## src/flacmh_pkg.sv

```systemverilog
// ----------------------------------------------------------------------------
// FLAC metadata header parser package
// Shared constants, status codes and the divider request and response types.
// ----------------------------------------------------------------------------
package flacmh_pkg;

  localparam int DIV_W = 42;
  localparam int INFO_BYTES = 18;
  localparam int ADDR_W = 3;

  localparam logic [2:0] ST_OK = 3'd0;
  localparam logic [2:0] ST_BAD_MARKER = 3'd1;
  localparam logic [2:0] ST_TRUNCATED = 3'd2;
  localparam logic [2:0] ST_SKIP_EOF = 3'd3;
  localparam logic [2:0] ST_NO_INFO = 3'd4;

  localparam logic [6:0] KIND_STREAMINFO = 7'd0;
  localparam logic [6:0] KIND_SEEKTABLE = 7'd3;

  localparam logic REG_FILE_SIZE = 1'b0;

  localparam logic [9:0] MS_PER_S = 10'd1000;

  localparam logic [7:0] MARKER_0 = 8'h66;
  localparam logic [7:0] MARKER_1 = 8'h4C;
  localparam logic [7:0] MARKER_2 = 8'h61;
  localparam logic [7:0] MARKER_3 = 8'h43;

  typedef struct packed {
    logic             start;
    logic [DIV_W-1:0] dividend;
    logic [DIV_W-1:0] divisor;
  } div_req_t;

  typedef struct packed {
    logic             busy;
    logic             done;
    logic [DIV_W-1:0] quotient;
  } div_rsp_t;

  function automatic logic [7:0] marker_byte(input logic [1:0] idx);
    logic [7:0] val;
    unique case (idx)
      2'd0: val = MARKER_0;
      2'd1: val = MARKER_1;
      2'd2: val = MARKER_2;
      default: val = MARKER_3;
    endcase
    return val;
  endfunction

endpackage

```

## src/flac_metadata_header_parser.sv

```systemverilog
// ----------------------------------------------------------------------------
// FLAC metadata header parser
// Checks the stream marker, walks the metadata blocks and reports the
// STREAMINFO facts, the metadata length and the bitrate.
// ----------------------------------------------------------------------------
// The parser takes one file byte per clock cycle while it walks the marker,
// the block headers and the block bodies, and the only stall during that
// walk comes from a result still waiting at the output. When the last block
// ends, a good stream needs two divisions on one shared restoring divider
// that produces one quotient bit per cycle, or only one division when less
// than one second of audio makes the second division unnecessary, and no
// byte is taken until the final result is loaded. Errors, and results whose
// bitrate is zero without dividing, come out at once.
// ----------------------------------------------------------------------------
module flac_metadata_header_parser
  import flacmh_pkg::*;
(
  input  logic              clk,
  input  logic              rst,
  input  logic              psel,
  input  logic              penable,
  input  logic              pwrite,
  input  logic [ADDR_W-1:0] paddr,
  input  logic [31:0]       pwdata,
  output logic [31:0]       prdata,
  output logic              pready,
  input  logic              in_valid,
  output logic              in_stall,
  input  logic [7:0]        data_byte,
  input  logic              end_of_file,
  input  logic              restart,
  output logic              out_valid,
  input  logic              out_stall,
  output logic [2:0]        status,
  output logic [19:0]       sample_rate,
  output logic [3:0]        channel_count,
  output logic [5:0]        bits_per_sample,
  output logic [15:0]       min_block_size,
  output logic [15:0]       max_block_size,
  output logic [23:0]       min_frame_size,
  output logic [23:0]       max_frame_size,
  output logic [31:0]       total_samples,
  output logic [31:0]       metadata_length,
  output logic [31:0]       bitrate_kbps
);

  typedef enum logic [1:0] {
    PH_MARKER,
    PH_HEADER,
    PH_BODY,
    PH_DONE
  } phase_t;

  typedef enum logic [2:0] {
    SQ_IDLE,
    SQ_DIV1,
    SQ_MUL,
    SQ_CHK,
    SQ_DIV2,
    SQ_EMIT
  } seq_t;

  logic [31:0] file_size;
  phase_t      phase;
  seq_t        seq;
  logic [1:0]  mcount;
  logic [23:0] hdr;
  logic [23:0] bib;
  logic [23:0] blk_len;
  logic [6:0]  blk_kind;
  logic        last_flag;
  logic [31:0] pos;
  logic [31:0] meta_total;
  logic        seen;
  logic [7:0]  info [INFO_BYTES];
  logic [7:0]  info_cur [INFO_BYTES];
  logic [DIV_W-1:0] den;
  logic [31:0] rate_q;

  phase_t      phase_next;
  logic [1:0]  mcount_next;
  logic [23:0] hdr_next;
  logic [23:0] bib_next;
  logic [23:0] len_next;
  logic [6:0]  kind_next;
  logic        last_next;
  logic [31:0] pos_next;
  logic [31:0] meta_next;
  logic        seen_next;

  logic        in_acc;
  logic        cfg_wr;
  logic        out_free;
  logic        info_clr;
  logic        info_wr;
  logic        err_go;
  logic [2:0]  err_code;
  logic        fin_go;
  logic        do_div;
  logic        load_ok;
  logic        load_err;
  logic [31:0] hdr_word;
  logic [31:0] pos_inc;
  logic [32:0] skip_sum;
  logic [23:0] bib_inc;

  logic [19:0] f_rate;
  logic [3:0]  f_chan;
  logic [5:0]  f_bps;
  logic [31:0] f_total;
  logic [34:0] num;

  div_req_t div_req;
  div_rsp_t div_rsp;

  flacmh_div u_div (
    .clk (clk),
    .rst (rst),
    .req (div_req),
    .rsp (div_rsp)
  );

  assign pready = 1'b1;
  assign prdata = (paddr[2] == REG_FILE_SIZE) ? file_size : 32'd0;
  assign cfg_wr = psel && penable && pwrite && pready && (paddr[2] == REG_FILE_SIZE);

  assign out_free = !out_valid || !out_stall;
  assign in_stall = (seq != SQ_IDLE) || !out_free;
  assign in_acc = in_valid && !in_stall;

  always_comb begin
    phase_next = phase;
    mcount_next = mcount;
    hdr_next = hdr;
    bib_next = bib;
    len_next = blk_len;
    kind_next = blk_kind;
    last_next = last_flag;
    pos_next = pos;
    meta_next = meta_total;
    seen_next = seen;
    info_clr = 1'b0;
    info_wr = 1'b0;
    err_go = 1'b0;
    err_code = ST_OK;
    fin_go = 1'b0;
    hdr_word = {hdr, data_byte};
    pos_inc = pos + 32'd1;
    skip_sum = {1'b0, pos_inc} + {9'b0, hdr_word[23:0]};
    bib_inc = bib + 24'd1;
    if (in_acc) begin
      if (restart) begin
        phase_next = PH_MARKER;
        mcount_next = '0;
        hdr_next = '0;
        bib_next = '0;
        len_next = '0;
        kind_next = '0;
        last_next = 1'b0;
        pos_next = '0;
        meta_next = '0;
        seen_next = 1'b0;
        info_clr = 1'b1;
      end else if (phase != PH_DONE) begin
        if (end_of_file) begin
          err_go = 1'b1;
          err_code = ST_TRUNCATED;
        end else begin
          pos_next = pos_inc;
          unique case (phase)
            PH_MARKER: begin
              if (data_byte != marker_byte(mcount)) begin
                err_go = 1'b1;
                err_code = ST_BAD_MARKER;
              end else if (mcount == 2'd3) begin
                mcount_next = '0;
                meta_next = 32'd4;
                phase_next = PH_HEADER;
                bib_next = '0;
                hdr_next = '0;
              end else begin
                mcount_next = mcount + 2'd1;
              end
            end
            PH_HEADER: begin
              hdr_next = hdr_word[23:0];
              bib_next = bib_inc;
              if (bib == 24'd3) begin
                last_next = hdr_word[31];
                kind_next = hdr_word[30:24];
                len_next = hdr_word[23:0];
                meta_next = meta_total + {8'b0, hdr_word[23:0]} + 32'd4;
                bib_next = '0;
                if (hdr_word[30:24] == KIND_STREAMINFO && hdr_word[23:0] == 24'd0) begin
                  err_go = 1'b1;
                  err_code = ST_TRUNCATED;
                end else if (hdr_word[30:24] != KIND_STREAMINFO &&
                             hdr_word[30:24] != KIND_SEEKTABLE &&
                             skip_sum >= {1'b0, file_size}) begin
                  err_go = 1'b1;
                  err_code = ST_SKIP_EOF;
                end else begin
                  if (hdr_word[30:24] == KIND_STREAMINFO) begin
                    info_clr = 1'b1;
                    seen_next = 1'b1;
                  end
                  if (hdr_word[23:0] == 24'd0) begin
                    if (hdr_word[31]) begin
                      fin_go = 1'b1;
                    end else begin
                      hdr_next = '0;
                    end
                  end else begin
                    phase_next = PH_BODY;
                  end
                end
              end
            end
            PH_BODY: begin
              info_wr = (blk_kind == KIND_STREAMINFO);
              bib_next = bib_inc;
              if (bib_inc >= blk_len) begin
                if (last_flag) begin
                  fin_go = 1'b1;
                end else begin
                  phase_next = PH_HEADER;
                  bib_next = '0;
                  hdr_next = '0;
                end
              end
            end
            default: begin
            end
          endcase
        end
      end
    end
    if (fin_go && !seen_next) begin
      err_go = 1'b1;
      err_code = ST_NO_INFO;
    end
  end

  // The byte of the current transfer is part of the captured facts already.
  always_comb begin
    for (int i = 0; i < INFO_BYTES; i++) begin
      info_cur[i] = (info_wr && bib == 24'(i)) ? data_byte : info[i];
    end
  end

  always_comb begin
    f_rate = {info_cur[10], info_cur[11], info_cur[12][7:4]};
    f_chan = {1'b0, info_cur[12][3:1]} + 4'd1;
    f_bps = {1'b0, info_cur[12][0], info_cur[13][7:4]} + 6'd1;
    f_total = {info_cur[14], info_cur[15], info_cur[16], info_cur[17]};
    num = {file_size - meta_total, 3'b000};
  end

  always_comb begin
    do_div = fin_go && seen_next && (file_size >= meta_next) && (f_rate != 20'd0);
    load_ok = (fin_go && seen_next && !do_div) || (seq == SQ_EMIT && out_free);
    load_err = err_go;
  end

  always_comb begin
    div_req.start = do_div || (seq == SQ_CHK && den != '0);
    if (seq == SQ_CHK) begin
      div_req.dividend = {{(DIV_W - 35){1'b0}}, num};
      div_req.divisor = den;
    end else begin
      div_req.dividend = {{(DIV_W - 32){1'b0}}, f_total};
      div_req.divisor = {{(DIV_W - 20){1'b0}}, f_rate};
    end
  end

  always_ff @(posedge clk) begin
    if (rst) begin
      file_size <= '0;
      phase <= PH_MARKER;
      seq <= SQ_IDLE;
      mcount <= '0;
      hdr <= '0;
      bib <= '0;
      blk_len <= '0;
      blk_kind <= '0;
      last_flag <= 1'b0;
      pos <= '0;
      meta_total <= '0;
      seen <= 1'b0;
      out_valid <= 1'b0;
      for (int i = 0; i < INFO_BYTES; i++) begin
        info[i] <= '0;
      end
    end else begin
      if (cfg_wr) begin
        file_size <= pwdata;
      end

      phase <= (err_go || fin_go) ? PH_DONE : phase_next;
      mcount <= mcount_next;
      hdr <= hdr_next;
      bib <= bib_next;
      blk_len <= len_next;
      blk_kind <= kind_next;
      last_flag <= last_next;
      pos <= pos_next;
      meta_total <= meta_next;
      seen <= seen_next;

      if (info_clr) begin
        for (int i = 0; i < INFO_BYTES; i++) begin
          info[i] <= '0;
        end
      end else if (info_wr && bib < 24'(INFO_BYTES)) begin
        info[bib[4:0]] <= data_byte;
      end

      unique case (seq)
        SQ_IDLE: begin
          if (do_div) begin
            seq <= SQ_DIV1;
          end
        end
        SQ_DIV1: begin
          if (div_rsp.done) begin
            seq <= SQ_MUL;
          end
        end
        SQ_MUL: begin
          den <= div_rsp.quotient[31:0] * MS_PER_S;
          seq <= SQ_CHK;
        end
        SQ_CHK: begin
          if (den == '0) begin
            rate_q <= '0;
            seq <= SQ_EMIT;
          end else begin
            seq <= SQ_DIV2;
          end
        end
        SQ_DIV2: begin
          if (div_rsp.done) begin
            rate_q <= div_rsp.quotient[31:0];
            seq <= SQ_EMIT;
          end
        end
        SQ_EMIT: begin
          if (out_free) begin
            seq <= SQ_IDLE;
          end
        end
        default: begin
          seq <= SQ_IDLE;
        end
      endcase

      if (load_err) begin
        out_valid <= 1'b1;
        status <= err_code;
        sample_rate <= '0;
        channel_count <= '0;
        bits_per_sample <= '0;
        min_block_size <= '0;
        max_block_size <= '0;
        min_frame_size <= '0;
        max_frame_size <= '0;
        total_samples <= '0;
        metadata_length <= '0;
        bitrate_kbps <= '0;
      end else if (load_ok) begin
        out_valid <= 1'b1;
        status <= ST_OK;
        sample_rate <= f_rate;
        channel_count <= f_chan;
        bits_per_sample <= f_bps;
        min_block_size <= {info_cur[0], info_cur[1]};
        max_block_size <= {info_cur[2], info_cur[3]};
        min_frame_size <= {info_cur[4], info_cur[5], info_cur[6]};
        max_frame_size <= {info_cur[7], info_cur[8], info_cur[9]};
        total_samples <= f_total;
        metadata_length <= meta_next;
        bitrate_kbps <= (seq == SQ_EMIT) ? rate_q : 32'd0;
      end else if (!out_stall) begin
        out_valid <= 1'b0;
      end
    end
  end

  a_div_done_in_div: assert property (@(posedge clk) disable iff (rst)
    div_rsp.done |-> (seq == SQ_DIV1 || seq == SQ_DIV2))
    else $error("Divider finished outside a division step.");

  a_seq_after_parse: assert property (@(posedge clk) disable iff (rst)
    (seq != SQ_IDLE) |-> (phase == PH_DONE))
    else $error("Bitrate sequence runs while parsing is still active.");

  a_body_in_range: assert property (@(posedge clk) disable iff (rst)
    (phase == PH_BODY) |-> (bib < blk_len))
    else $error("Body byte count passed the block length.");

  a_error_zero_fields: assert property (@(posedge clk) disable iff (rst)
    (out_valid && status != ST_OK) |-> (bitrate_kbps == 32'd0 && metadata_length == 32'd0))
    else $error("Error transfer carries nonzero stream facts.");

endmodule

```

## src/flacmh_div.sv

```systemverilog
// ----------------------------------------------------------------------------
// FLAC metadata header parser divider
// Restoring divider that produces one quotient bit per clock cycle.
// ----------------------------------------------------------------------------
module flacmh_div
  import flacmh_pkg::*;
(
  input  logic     clk,
  input  logic     rst,
  input  div_req_t req,
  output div_rsp_t rsp
);

  localparam int CNT_W = $clog2(DIV_W + 1);

  logic [DIV_W:0]   rem;
  logic [DIV_W-1:0] quo;
  logic [DIV_W-1:0] dvs;
  logic [CNT_W-1:0] cnt;
  logic             busy;
  logic             done;

  logic [DIV_W:0] shifted;
  logic [DIV_W:0] diff;

  always_comb begin
    shifted = {rem[DIV_W-1:0], quo[DIV_W-1]};
    diff = shifted - {1'b0, dvs};
  end

  always_ff @(posedge clk) begin
    if (rst) begin
      busy <= 1'b0;
      cnt <= '0;
      done <= 1'b0;
    end else if (req.start) begin
      quo <= req.dividend;
      dvs <= req.divisor;
      rem <= '0;
      cnt <= CNT_W'(DIV_W);
      busy <= 1'b1;
      done <= 1'b0;
    end else if (busy) begin
      rem <= diff[DIV_W] ? shifted : diff;
      quo <= {quo[DIV_W-2:0], ~diff[DIV_W]};
      cnt <= cnt - 1'b1;
      busy <= (cnt != CNT_W'(1));
      done <= (cnt == CNT_W'(1));
    end else begin
      done <= 1'b0;
    end
  end

  assign rsp.busy = busy;
  assign rsp.done = done;
  assign rsp.quotient = quo;

endmodule

```

## config.mk

```make
export PLATFORM = sky130hd
export DESIGN_NAME = flac_metadata_header_parser
export DESIGN_NICKNAME = d
export VERILOG_FILES = /design/src/flacmh_pkg.sv /design/src/flac_metadata_header_parser.sv /design/src/flacmh_div.sv
export SDC_FILE = /design/constraint.sdc
export NUM_CORES = 2
export LEC_CHECK = 0
export BUFFER_PORTS_ARGS = -buffer_cell sky130_fd_sc_hd__buf_2
export CAP_MARGIN = 20
export CORE_ASPECT_RATIO = 0.7
export CORE_MARGIN = 5
export CORE_UTILIZATION = 55
export DETAILED_ROUTE_END_ITERATION = 8
export PLACE_DENSITY = 0.73
export REMOVE_ABC_BUFFERS = 1
export SLEW_MARGIN = 10
export SYNTH_ARGS = -nofsm -noshare
export SYNTH_HDL_FRONTEND = slang
export SYNTH_HIERARCHICAL = 1
export SYNTH_SLANG_ARGS = --single-unit
```

## constraint.sdc

```tcl
create_clock -name clk -period 20.7 [get_ports clk]
set_input_delay 1.035 -clock clk [delete_from_list [all_inputs] [get_ports clk]]
set_output_delay 1.035 -clock clk [all_outputs]
set_load 0.03 [all_outputs]
```

==> results.py <==
metrics = {
    "flow_run": {
        "cap_violations": 0,
    },
    "power": {
        "ir_drop_mv": 0.0624,
        "power.density_nw_per_um2": 65.0,
        "p_leak_nw": 21.2,
    },
    "drt": {
        "drc_errors": 0,
        "wl_met1_mm": 59.8,
        "drt-initial-drc-count": 4094,
        "antenna_left": 0,
        "wirelength_mm": 131,
        "wl_met3_mm": 14.1,
        "routed_via_density": 6.09,
        "dr.pass1.iters": 6,
        "wl_met2_mm": 53.6,
        "via_count": 36000,
        "wl_per_cell_um": 22.2,
        "top_layer": "met5",
    },
    "floorplan": {
        "die_h_um": 251,
        "start_util": 0.554,
        "num_rows": 88,
        "dieWidth_um": 354,
        "die_area_um2": 88900,
        "coreArea_um2": 82400,
        "ioPinCount": 296,
    },
    "clock_tree": {
        "path_clk_slew_ns": 0.06,
        "cts_setup_buffers": 0,
        "cts-resized-gates": 0,
        "h-tree-depth": 3,
        "cts-hold-fix-buffers": 0,
        "cts_root_buf": "clkbuf_16",
        "cts_sinks": 739,
        "cts_tree": "done",
        "clockBufferDepth": 3,
        "clk_latency_ns": 0.66,
        "numCtsBuffers": 74,
    },
    "status": {
        "outcome": "completed",
    },
    "setup_path": {
        "end_kind": "register",
        "crit_path_max_fanout": 67,
        "start_kind": "input pin",
        "worstSetupStartpoint": "data_byte[5]",
        "crit_chain": "buf_2, buf_4, ha_1, ha_1, o21a_1, o31a_1, o221a_2, o21ai_0, o21ai_0, o211ai_1, nand2_1, or2_2, a32oi_1, ha_1, nand4_1, nor4_1, a221oi_1, o41ai_1, o211ai_1, o22ai_4, buf_4, nor2_1, nor2_4, buf_4",
        "critPathKind": "input pin to register",
        "critPathRequiredTime_ns": 20.97,
        "cp_slowest_cell": "o41ai_1",
        "slowest_delay_ns": 0.95,
        "r2r-start": "pos[0]",
        "arrival_ns": 9.70,
    },
    "cells_and_area": {
        "drive_above_1_share": 0.127,
        "instances_no_fill": 5907,
        "fin_nets": 5276,
        "syn_to_final_growth_pct": 10.6,
    },
    "yosys": {
        "syn_area_um2": 45600,
        "ys.warnings.count": 6,
        "syn_avg_cell_area_um2": 10.0,
        "synthCells": 4550,
    },
    "timing": {
        "fmax_mhz": 106,
        "finalHoldViolCount": 0,
        "tns_ns": 0,
        "maxSlewHeadroom": 0.257,
        "setup_violations": 0,
        "slew_violations": 0,
        "finClkSkew_ns": 0.0330,
        "fin_crit_ns": 9.43,
        "fin_crit_sh": 0.455,
        "worstMarginPinSlew_ns": 1.11,
        "rsz0062_at_grt": "no",
    },
    "global_route": {
        "grt_pass1_vias": 33600,
        "grt_pass1_wl_mm": 200,
        "grt_overflow": 0,
        "grt_usage": 0.288,
        "antenna_found_initial": 7,
        "grt_max_degree": 151,
    },
    "hold_path": {
        "hp-start": "hdr[20]",
        "hp-class": "register to register",
    },
    "placed_design": {
        "hpwl_mm": 94.5,
        "portBuffers": 292,
        "dp_cells": 5766,
        "place_congestion": 0.969,
    },
}
## where the power goes
| group | switching (W) | internal (W) | total (W) | leakage [nW] |
|---|---|---|---|---|
| combinational | 0.000185 | 0.0000697 | 0.000255 | 13.2 |
| sequential | 0.0000132 | 0.00162 | 0.00163 | 6.80 |
| clock | 0.000624 | 0.000770 | 0.00139 | 1.19 |
## final timing paths
check,slack (ns),to,cells past startpoint
setup / recovery,11.27,u_div/rem[20],24
hold / removal,0.48,hdr[20],2
setup reg to reg,11.65,u_div/rem[20],29
hold reg to reg,0.48,hdr[20],2
## per-stage QoR
stage	total power (W)	area, µm²	hold WS [ns]	util	worst slack (ns)
after global placement	0.00191	48000	0.458	0.582	11.08
after CTS	0.00329	50400	0.474	0.612	11.63
final	0.00328	50400	0.477	0.613	11.27
after floorplan	0.00181	44700	0.439	-	4.58
after detailed placement	0.00191	48000	0.466	0.582	11.00
after global routing	0.00338	50400	0.489	0.613	10.99
## flip-flops by register name, indices dropped and copies added (netlist names), 39 cells and up
signal and cells:
u_div/dvs 42, info 140, u_div/quo 42, den 39, u_div/rem 42
## layout make-up
type	instances	area, µm²
sequential	739	20300
clock inverter	40	520
antenna	2	5.00
multi-input combinational	3313	23400
inverter	299	1120
clock buffer	96	1950
fill	6853	31900
timing repair buffer	338	1830
tap	1080	1350
## per-layer routing
metal | track usage | up-vias
met2 | 0.404 | 1768
met4 | 0.0854 | 2
met5 | 0 | -
li1 | - | 16600
met3 | 0.0543 | 207
met1 | 0.451 | 17400
## placed cells by master, fill, tap and decap left out, types with 41 or more instances in the layout
master     instances
inv_1            298
and3_1            66
mux2_2            45
fa_1             122
nor2_1           443
nand2_1          500
edfxtp_1         546
o21ai_0          127
dfxtp_1          193
ha_1             337
and2_1           147
buf_4             41
a21oi_1          354
a21o_1            93
a21oi_2           70
xnor2_1          124
nor3_1            72
buf_2            291
clkbuf_16         74
nand3_1          107
mux2i_1           60
a22oi_1           71
xor2_1            66
## critical path, delay by kind of cell
kind	cells	cell delay (ns)
adders and majority gates	3	0.87
AOI/OAI and AO/OA	11	3.90
and+or+nand+nor	6	1.49
buffers and inverters	4	2.28
No activity file was read; power rests on OpenSTA's default activity.
